**config.mk**
```make
export PLATFORM = sky130hd
export DESIGN_NAME = pai_mul
export DESIGN_NICKNAME = d
export VERILOG_FILES = /design/src/rtl/core/pai_pkg.sv /design/src/rtl/core/pai_mul.sv
export SDC_FILE = /design/constraint.sdc
export NUM_CORES = 2
export LEC_CHECK = 0
export ABC_AREA = 1
export BUFFER_PORTS_ARGS = -buffer_cell sky130_fd_sc_hd__buf_2
export CORE_MARGIN = 2
export CORE_UTILIZATION = 40
export DETAILED_ROUTE_END_ITERATION = 12
export HOLD_SLACK_MARGIN = 0.08
export PLACE_DENSITY = 0.57
export REMOVE_ABC_BUFFERS = 1
export SLEW_MARGIN = 5
export SYNTH_ARGS = -nofsm -noshare
export SYNTH_HDL_FRONTEND = slang
export SYNTH_SLANG_ARGS = --single-unit
```
**constraint.sdc**
```tcl
create_clock -name clock -period 18.17 [get_ports clock]
set_input_delay 1.817 -clock clock [delete_from_list [all_inputs] [get_ports clock]]
set_output_delay 1.817 -clock clock [all_outputs]
set_load 0.005 [all_outputs]
```
**src/rtl/core/pai_pkg.sv**
```systemverilog
// ----------------------------------------------------------------------------
// pai_pkg: shared types and constants of the polyline interpolator
// Widths, transfer structs, action and status codes, sequencer states.
// ----------------------------------------------------------------------------
`default_nettype none

package pai_pkg;

   localparam int MAX_POINTS = 256;
   localparam int ADDR_W     = $clog2(MAX_POINTS);
   localparam int COUNT_W    = $clog2(MAX_POINTS + 1);
   localparam int COORD_W    = 32;
   localparam int LEN_W      = 41;
   localparam int MU_W       = 17;
   localparam int TOL_W      = 13;
   localparam int ACC_W      = 66;
   localparam int ITER_W     = 67;
   localparam int MUL_W      = 33;

   localparam logic [MU_W-1:0]  MU_ONE  = 17'd65536;
   localparam logic [LEN_W-1:0] LEN_MAX = {LEN_W{1'b1}};

   localparam logic [1:0] ACT_CLEAR  = 2'd0;
   localparam logic [1:0] ACT_APPEND = 2'd1;
   localparam logic [1:0] ACT_QUERY  = 2'd2;
   localparam logic [1:0] ACT_NOP    = 2'd3;

   localparam logic [1:0] STAT_OK       = 2'd0;
   localparam logic [1:0] STAT_EMPTY    = 2'd1;
   localparam logic [1:0] STAT_ZERO_LEN = 2'd2;
   localparam logic [1:0] STAT_FULL     = 2'd3;

   typedef struct packed {
      logic signed [COORD_W-1:0] x;
      logic signed [COORD_W-1:0] y;
      logic signed [COORD_W-1:0] z;
   } point_type;

   typedef struct packed {
      logic [1:0]                action;
      logic signed [COORD_W-1:0] point_x;
      logic signed [COORD_W-1:0] point_y;
      logic signed [COORD_W-1:0] point_z;
      logic [MU_W-1:0]           mu;
   } req_type;

   typedef struct packed {
      logic signed [COORD_W-1:0] out_x;
      logic signed [COORD_W-1:0] out_y;
      logic signed [COORD_W-1:0] out_z;
      logic [7:0]                segment_index;
      logic [LEN_W-1:0]          total_length;
      logic [1:0]                status;
   } rsp_type;

   typedef struct packed {
      logic start;
      logic sqrt_mode;
   } iter_ctrl_type;

   typedef enum logic [3:0] {
      S_IDLE,
      S_SQ,
      S_SQRT,
      S_TGT,
      S_SCAN0,
      S_SCAN,
      S_DIV,
      S_PT0,
      S_PT1,
      S_PT2,
      S_LERP,
      S_DONE
   } seq_state_type;

endpackage

`default_nettype wire

```
**src/rtl/core/pai_mul.sv**
```systemverilog
// ----------------------------------------------------------------------------
// pai_mul: registered unsigned multiplier
// Squares segment deltas and scales coordinate deltas by the fraction.
// ----------------------------------------------------------------------------
`default_nettype none

module pai_mul (
   input  wire logic                           clock,
   input  wire logic [pai_pkg::MUL_W-1:0]      mul_a,
   input  wire logic [pai_pkg::MUL_W-1:0]      mul_b,
   output logic [2*pai_pkg::MUL_W-1:0]         prod_ff
);
   import pai_pkg::*;

   always_ff @(posedge clock) begin
      prod_ff <= mul_a * mul_b;
   end

endmodule

`default_nettype wire

```
==> flow_metrics.py <==
metrics = {
    "yosys": {
        "yosysUniqueCellTypes": 29,
        "synth_area_leaders": "fa_1, inv_1, nand2_1",
        "yosys_warnings": 0,
        "yosysSeqAreaShare": 0.0332,
        "synth_seq_cells": 66,
        "syn_inst": 5406,
        "yosysTopAreaCell": "fa_1",
        "syn_avg_cell_area_um2": 7.37,
        "yosys.area.top_type_share": 0.482,
        "syn_area_um2": 39800,
    },
    "routing": {
        "vias_per_cell": 4.67,
        "drt-total-wl_mm": 113,
        "dr.pass1.iters": 6,
        "drt_iter0_drc": 1827,
        "postRouteAntennaNets": 0,
        "drc": 0,
        "num_vias": 30800,
        "post_drt_wl_per_cell_um": 17.1,
    },
    "die": {
        "io_pins": 133,
        "fp.dieArea_um2": 102000,
        "initial_core_util": 0.404,
        "dieWidth_um": 320,
        "row_count": 115,
        "die_h_um": 320,
        "core-area_um2": 98600,
    },
    "sta": {
        "min_period_ns": 8.67,
        "rsz0062_at_grt": "no",
        "setup_viol": 0,
        "fin_setup_tns_ns": 0,
        "max_slew.worst_pin.slew_ns": 1.03,
        "hold_violations": 0,
        "fmax_ghz": 0.115,
        "post-route-period-util": 0.477,
        "drv_slew": 0,
        "slew_headroom": 0.311,
        "post-route-worst-setup-slack_ns": 9.50,
    },
    "global_routing": {
        "antenna_found_initial": 2,
        "grtUsageMet1": 0.313,
        "grt_pass1_vias": 33500,
        "grt.overflow.total": 0,
        "grt_start_max_net_pins": 34,
        "use_met2": 0.403,
        "grt_pass1_wl_mm": 185,
        "globalRoute.busiestLayer": "met2",
        "grtUsageMet3": 0.0215,
        "grt_util_all_layers": 0.232,
    },
    "final_layout": {
        "largest_register_ffs": 66,
        "final_nets": 6602,
        "final_core_util": 0.422,
        "top_register": "prod_ff",
        "reg.largest.list": "prod_ff x66",
        "area_growth_pct": 4.44,
        "diodes": 0,
        "final_common_cell": "inv_1",
        "final_cell_mix": "inv_1, nand2_1, fa_1",
        "drive_gt1_frac": 0.0412,
    },
    "clock_tree": {
        "clockBufferDepth": 2,
        "clk_pin_slew_ns": 0.08,
        "holdBufCountCts": 0,
        "h-tree-depth": 3,
        "post-cts-setup-buffer-count": 0,
        "cts.repair.resized": 0,
        "numCtsBuffers": 9,
        "clock-root-buffer": "clkbuf_16",
        "cts_tree": "built",
        "cts_sinks": 66,
    },
    "critical_path": {
        "cp_max_fo": 33,
        "crit_arrival_ns": 8.92,
        "cp-start-kind": "primary input",
        "crit_type": "in2reg",
        "cp.required_ns": 18.42,
        "endpoint_kind": "flip-flop",
    },
    "job": {
        "maxCapViolations": 0,
    },
    "placed_design": {
        "numPortBuffers": 132,
        "dp_hpwl_mm": 93.0,
        "pre_cts_ws_ns": 9.14,
        "gp_congestion": 0.960,
    },
    "outcome": {
        "outcome": "finished, final reports clean",
    },
    "min_path": {
        "min_path_cells": 3,
        "hp-class": "in2reg",
    },
}
==> cells by family (layout without fill, tap and decap cells) <==
family,count (synthesis),count (layout),share of synthesized area
buffers and inverters,2166,2077,0.204
xor gates and xnor gates,36,36,0.00792
and+or+nand+nor,1858,1858,0.182
adders and majority gates,1223,1223,0.565
DFF,66,66,0.0332
AOI/OAI and AO/OA,57,57,0.00804
==> Yosys cell counts (all sizes together) <==
master and number:
inv 1902, nand2 1657, fa 958, ha 265, clkbuf 264, nor2 111, dfxtp 66, nand3 59
a21oi 42, xor2 31, nor3 14, nand4 13, o21bai 10, xnor2 5, o21ai 4, and2 1
and3 1, and3b 1, nor4 1, o211ai 1
==> metal layers <==
layer	vias up	wire length (µm)
met5	-	0
met4	0	2620
met3	152	5690
met2	805	55200
met1	15500	49100
li1	14300	-
==> stage by stage <==
step | hold WS [ns] | instance area [µm²] | std cells
after floorplan | 1.91 | 38800 | 5142
after global placement | 2.19 | 41300 | 6588
after detailed placement | 2.19 | 41300 | 6588
after CTS | 1.89 | 41600 | 6604
after global routing | 1.92 | 41600 | 6604
final | 1.91 | 41600 | 6604
==> worst max-delay path: stages <==
cell and delay, ns:
buf_2 0.67, nand2_1 0.18, fa_1 0.55, fa_1 0.52
fa_1 0.51, fa_1 0.51, inv_1 0.05, fa_1 0.57
fa_1 0.44, fa_1 0.55, inv_1 0.07, fa_1 0.48
inv_1 0.04, ha_1 0.32, nand2_1 0.13, inv_1 0.05
nand2_1 0.06, nand2_1 0.10, a21oi_1 0.47, nand3_2 0.31
xor2_1 0.44
==> final timing paths <==
check                 start          end
setup / recovery  mul_a[17]  prod_ff[28]
hold / removal     mul_a[0]   prod_ff[0]
==> area by class of cell <==
type / instances / area, µm²
clock buffers: 9 / 225
clock inverters: 7 / 61.3
fillers: 10200 / 57000
inverters: 1902 / 7140
multi-input cells: 3174 / 30400
flip-flops and latches: 66 / 1320
well taps: 1287 / 1610
repair buffers: 159 / 863
Power is not shown: default switching activity piles up to over one toggle a cycle in this logic, so the estimate is an artifact.
