`config.mk`:
```
export PLATFORM = sky130hd
export DESIGN_NAME = pai_iter
export DESIGN_NICKNAME = d
export VERILOG_FILES = /design/src/rtl/core/pai_pkg.sv /design/src/rtl/core/pai_iter.sv
export SDC_FILE = /design/constraint.sdc
export NUM_CORES = 1
export LEC_CHECK = 0
export BUFFER_PORTS_ARGS = -buffer_cell sky130_fd_sc_hd__buf_4
export CORE_MARGIN = 2
export CORE_UTILIZATION = 62
export CTS_CLUSTER_SIZE = 12
export DETAILED_ROUTE_END_ITERATION = 10
export GPL_ROUTABILITY_DRIVEN = 1
export PLACE_DENSITY = 0.83
export RECOVER_POWER = 25
export SYNTH_ARGS = -nofsm -noshare
export SYNTH_HDL_FRONTEND = slang
export SYNTH_SLANG_ARGS = --single-unit
export TNS_END_PERCENT = 50
```
`constraint.sdc`:
```
create_clock -name clock -period 8.3 [get_ports clock]
set_input_delay 0.83 -clock clock [delete_from_list [all_inputs] [get_ports clock]]
set_output_delay 0.83 -clock clock [all_outputs]
set_load 0.03 [all_outputs]
```
`src/rtl/core/pai_pkg.sv`:
```
// ----------------------------------------------------------------------------
// pai_pkg: shared types and constants of the polyline interpolator
// Widths, transfer structs, action and status codes, sequencer states.
// ----------------------------------------------------------------------------
`default_nettype none

package pai_pkg;

   localparam int MAX_POINTS = 256;
   localparam int ADDR_W     = $clog2(MAX_POINTS);
   localparam int COUNT_W    = $clog2(MAX_POINTS + 1);
   localparam int COORD_W    = 32;
   localparam int LEN_W      = 41;
   localparam int MU_W       = 17;
   localparam int TOL_W      = 13;
   localparam int ACC_W      = 66;
   localparam int ITER_W     = 67;
   localparam int MUL_W      = 33;

   localparam logic [MU_W-1:0]  MU_ONE  = 17'd65536;
   localparam logic [LEN_W-1:0] LEN_MAX = {LEN_W{1'b1}};

   localparam logic [1:0] ACT_CLEAR  = 2'd0;
   localparam logic [1:0] ACT_APPEND = 2'd1;
   localparam logic [1:0] ACT_QUERY  = 2'd2;
   localparam logic [1:0] ACT_NOP    = 2'd3;

   localparam logic [1:0] STAT_OK       = 2'd0;
   localparam logic [1:0] STAT_EMPTY    = 2'd1;
   localparam logic [1:0] STAT_ZERO_LEN = 2'd2;
   localparam logic [1:0] STAT_FULL     = 2'd3;

   typedef struct packed {
      logic signed [COORD_W-1:0] x;
      logic signed [COORD_W-1:0] y;
      logic signed [COORD_W-1:0] z;
   } point_type;

   typedef struct packed {
      logic [1:0]                action;
      logic signed [COORD_W-1:0] point_x;
      logic signed [COORD_W-1:0] point_y;
      logic signed [COORD_W-1:0] point_z;
      logic [MU_W-1:0]           mu;
   } req_type;

   typedef struct packed {
      logic signed [COORD_W-1:0] out_x;
      logic signed [COORD_W-1:0] out_y;
      logic signed [COORD_W-1:0] out_z;
      logic [7:0]                segment_index;
      logic [LEN_W-1:0]          total_length;
      logic [1:0]                status;
   } rsp_type;

   typedef struct packed {
      logic start;
      logic sqrt_mode;
   } iter_ctrl_type;

   typedef enum logic [3:0] {
      S_IDLE,
      S_SQ,
      S_SQRT,
      S_TGT,
      S_SCAN0,
      S_SCAN,
      S_DIV,
      S_PT0,
      S_PT1,
      S_PT2,
      S_LERP,
      S_DONE
   } seq_state_type;

endpackage

`default_nettype wire

```
`src/rtl/core/pai_iter.sv`:
```
// ----------------------------------------------------------------------------
// pai_iter: shared bit-serial square root and divider
// One compare-and-subtract per cycle; 33 steps for a root, 17 for a quotient.
// ----------------------------------------------------------------------------
`default_nettype none

module pai_iter (
   input  wire logic                         clock,
   input  wire logic                         reset,
   input  wire pai_pkg::iter_ctrl_type       ctrl,
   input  wire logic [pai_pkg::ACC_W-1:0]    radicand,
   input  wire logic [57:0]                  num,
   input  wire logic [pai_pkg::LEN_W-1:0]    den,
   output logic                              done,
   output logic [32:0]                       root,
   output logic [pai_pkg::MU_W-1:0]          quot
);
   import pai_pkg::*;

   logic [ITER_W-1:0] rem_ff, rem_in;
   logic [ITER_W-1:0] res_ff, res_in;
   logic [ITER_W-1:0] bit_ff, bit_in;
   logic [5:0]        step_ff, step_in;
   logic              run_ff, run_in;
   logic              mode_ff, mode_in;
   logic              done_ff, done_in;
   logic [ITER_W-1:0] trial;
   logic              ge;

   always_comb begin
      trial   = mode_ff ? (res_ff + bit_ff) : bit_ff;
      ge      = (rem_ff >= trial);
      rem_in  = rem_ff;
      res_in  = res_ff;
      bit_in  = bit_ff;
      step_in = step_ff;
      run_in  = run_ff;
      mode_in = mode_ff;
      done_in = 1'b0;
      if (ctrl.start) begin
         run_in  = 1'b1;
         mode_in = ctrl.sqrt_mode;
         res_in  = '0;
         if (ctrl.sqrt_mode) begin
            rem_in  = ITER_W'(radicand);
            bit_in  = ITER_W'(1) << 64;
            step_in = 6'd32;
         end else begin
            rem_in  = ITER_W'(num);
            bit_in  = ITER_W'({den, 16'b0});
            step_in = 6'd16;
         end
      end else if (run_ff) begin
         if (ge) begin
            rem_in = rem_ff - trial;
         end
         if (mode_ff) begin
            res_in = ge ? ((res_ff >> 1) + bit_ff) : (res_ff >> 1);
            bit_in = bit_ff >> 2;
         end else begin
            res_in = {res_ff[ITER_W-2:0], ge};
            bit_in = bit_ff >> 1;
         end
         step_in = step_ff - 6'd1;
         if (step_ff == 6'd0) begin
            run_in  = 1'b0;
            done_in = 1'b1;
         end
      end
   end

   always_ff @(posedge clock) begin
      rem_ff  <= rem_in;
      res_ff  <= res_in;
      bit_ff  <= bit_in;
      step_ff <= step_in;
      mode_ff <= mode_in;
      if (reset) begin
         run_ff  <= 1'b0;
         done_ff <= 1'b0;
      end else begin
         run_ff  <= run_in;
         done_ff <= done_in;
      end
   end

   assign done = done_ff;
   assign root = res_ff[32:0];
   assign quot = res_ff[MU_W-1:0];

endmodule

`default_nettype wire

```
==> flow_metrics.py <==
metrics = {
    "run_status": {
        "status": "finished with violations",
        "violations": "capacitance limit, slew limit",
    },
    "power": {
        "p_int_mw": 3.759,
        "switching_share_pct": 46.65,
        "pwr-share-clk_pct": 15.6,
        "power_density_nw_per_um2": 287.5,
        "ir_drop_v": 0.0002061,
        "net-switching-power_mw": 3.287,
        "p_leak_nw": 11.00,
        "pwr-share-comb_pct": 61.2,
        "seqPwrFrac_pct": 23.2,
    },
    "cells_and_area": {
        "nNetsFinal": 3257,
        "layout_common_cells": "a21oi_1, o21ai_0, nand2_1",
        "drive_gt1_share_pct": 9.016,
        "finalInstanceArea_um2": 24510,
        "layout_commonest_cell": "a21oi_1",
        "syn_to_final_growth_pct": 8.090,
        "nFillCells": 3082,
    },
    "yosys": {
        "ys_warn_count": 0,
        "ys_async_sr_fraction_pct": 0,
        "synth-edff-count": 139,
        "syn-num-nets": 3227,
        "ys_seq_area_share_pct": 24.50,
        "synthFlopType": "edfxtp_1",
        "syn_area_um2": 22670,
        "synth_seq_cells": 208,
        "ys_types": 79,
        "synthCells": 2857,
        "avgSynthCellArea_um2": 7.936,
    },
    "setup_path": {
        "crit-reg2reg-capture": "res_ff[25]$_SDFFE_PP0P_",
        "reg2regPathDepth": 25,
        "path_max_fanout": 49,
        "path_class": "flop to flop",
        "cp-end-kind": "flop",
        "cp.arrival_ns": 8.13,
        "critical_path.reg2reg.startpoint": "bit_ff[1]$_SDFFCE_PP0P_",
        "critical_path.startpoint_type": "flop",
        "cp.required_ns": 8.76,
        "reg2reg_slack_ns": 0.63,
    },
    "floorplanning": {
        "die_y_um": 195.2,
        "start_util_pct": 62.38,
        "coreArea_um2": 36350,
        "die_w_um": 195.2,
        "rows": 70,
        "io_pins": 220,
        "dieArea_um2": 38120,
    },
    "placed_design": {
        "gp_congestion": 1.004,
        "port_buffers": 219,
        "dpl_cell_area_um2": 23930,
        "post-dp-hpwl_um": 53150,
    },
    "sta": {
        "layout_min_cycle_time_ns": 7.667,
        "finalMaxSlewViolations": 306,
        "setup_viol": 0,
        "rsz0062_at_grt": "no",
        "setup_tns_ns": 0,
        "final_hold_viol_count": 0,
        "skew_ns": 0.01336,
        "relSlewSlack_pct": -165.5,
        "tightest_slew_ns": 3.982,
        "timing.fmax_ghz": 0.1304,
        "period_share_pct": 92.37,
    },
    "cts": {
        "numCtsBuffers": 27,
        "path_clk_slew_ns": 0.06,
        "cts_hold_buf": 0,
        "cts_resized": 0,
        "postCtsSetupBuffers": 0,
        "cts_max_level": 1,
        "clockBufferDepth": 3,
        "cts.sinks": 208,
        "root_buffer": "clkbuf_16",
        "clock_latency_ns": 0.58,
        "cts_tree": "yes",
    },
    "route": {
        "dr.pass1.iters": 6,
        "drtIter0Drc": 2242,
        "drt-total-wl_um": 70400,
        "via_per_inst": 6.664,
        "dr_total_vias": 22490,
        "antenna_left": 0,
        "drc": 0,
        "wl_per_cell_um": 20.86,
    },
    "global_routing": {
        "antenna_found_initial": 2,
        "grt-ovfl-total": 0,
        "grt_usage_pct": 35.81,
        "grt_pass1_wl_um": 110500,
        "grt_max_degree": 151,
        "first_global_vias": 20994,
    },
    "min_path": {
        "hold_depth": 2,
        "hold_end": "done$_SDFF_PP0_",
        "hold_class": "primary input to flop",
        "hp-start": "reset",
    },
    "flow_run": {
        "cap_violations": 6,
    },
}
worst max-delay path by stage:
stage	end	from
floorplan	rem_ff[0]$_DFFE_PP_	bit_ff[0]$_SDFFCE_PP0P_
global placement	res_ff[58]$_SDFFE_PP0P_	bit_ff[1]$_SDFFCE_PP0P_
detailed placement	res_ff[55]$_SDFFE_PP0P_	bit_ff[1]$_SDFFCE_PP0P_
CTS	res_ff[55]$_SDFFE_PP0P_	bit_ff[1]$_SDFFCE_PP0P_
global route	res_ff[55]$_SDFFE_PP0P_	bit_ff[1]$_SDFFCE_PP0P_
finish	res_ff[25]$_SDFFE_PP0P_	bit_ff[1]$_SDFFCE_PP0P_
synthesized netlist by cell type (all sizes together) (12+ instances only):
cell type	instances	area, um2
a21o	188	1411
o21a	21	157.7
o31ai	15	112.6
o21bai	29	217.7
or3	13	81.33
o21ai	255	1280
and2	21	131.4
buf	95	628.1
xnor2	109	954.7
nand2b	12	75.07
clkbuf	141	533.0
a211oi	22	170.2
mux2i	95	950.9
nor2b	80	500.5
inv	56	210.2
nand3	41	205.2
nand2	227	854.6
nor3	41	205.2
nand4	64	400.4
a21oi	423	2121
a2111oi	12	138.9
o211ai	22	165.2
ha	198	2477
edfxtp	139	4174
nor2	180	675.7
xor2	79	691.9
mux2	16	180.2
a31oi	36	244.0
and3	24	150.1
dfxtp	69	1381
per-stage QoR:
stage	power [mW]	worst slack [ns]	cells	hold WS, ns	util [%]
6_report	7.046	0.6333	3375	0.4219	67.43
5_1_grt	7.506	0.1964	3374	0.4240	67.42
4_1_cts	6.955	0.7513	3374	0.4105	68.03
3_5_place_dp	5.820	0.7949	3326	0.5197	65.84
3_3_place_gp	5.726	1.026	3326	0.5071	65.84
2_1_floorplan	4.917	1.264	2857	0.4721	-
final cells by class:
class / instances / area, um2 / area share [%]
timing repair buffer: 237 / 1574 / 6.422
multi-input combinational: 2357 / 15780 / 64.40
clock inverter: 6 / 45.04 / 0.1838
sequential: 208 / 5555 / 22.67
clock buffer: 42 / 752.0 / 3.068
inverter: 56 / 210.2 / 0.8577
antenna: 1 / 2.502 / 0.01021
tap: 468 / 585.6 / 2.389
routing by layer:
metal	GRT usage [%]	vias up	wire length (um)
li1	-	10646	-
met1	48.71	10473	29700
met2	56.77	1165	31190
met3	6.149	204	6662
met4	14.14	2	2841
met5	0	-	13
power by group through the flow:
stage | clock network (mW) | registers (mW) | logic (mW)
3_5_place_dp | 0 | 1.64 | 4.18
3_3_place_gp | 0 | 1.63 | 4.09
4_1_cts | 1.11 | 1.62 | 4.22
6_report | 1.10 | 1.63 | 4.31
2_1_floorplan | 0 | 1.57 | 3.34
5_1_grt | 1.15 | 1.65 | 4.70
registers in the layout (all words and copies together), names as in the netlist:
name / cells
done: 1
rem_ff: 67
bit_ff: 65
mode_ff: 1
step_ff: 6
run_ff: 1
res_ff: 67
logic make-up after synthesis:
family	count (synthesis)	synth area share, %
adder cells (fa/ha/maj)	201	11.19
flip-flops	208	24.50
AND/OR/NAND/NOR	735	15.49
multiplexers	111	4.988
AO/OA/AOI/OAI	1122	30.52
XOR/XNOR	188	7.262
buffers and inverters	292	6.048
critical path: stages, from the launching register on:
cell	delay (ns)
edfxtp_1	0.46
ha_1	0.31
a21o_1	0.12
a21oi_1	0.11
o21ai_0	0.40
a31oi_2	0.26
o2111ai_1	0.39
nand3_1	0.29
a2111oi_4	0.55
o41ai_4	0.16
o31ai_1	0.40
xor2_1	0.19
a21oi_1	0.11
ha_1	0.43
and2_1	0.27
nand4_1	0.18
nor4_1	0.54
nand4_1	0.22
nor3_1	0.22
a211oi_1	0.11
o21ai_4	0.08
buf_4	0.43
buf_4	0.68
mux2i_1	0.30
a21oi_1	0.10
a21o_1	0.18
(Power assumes the default switching activity.)
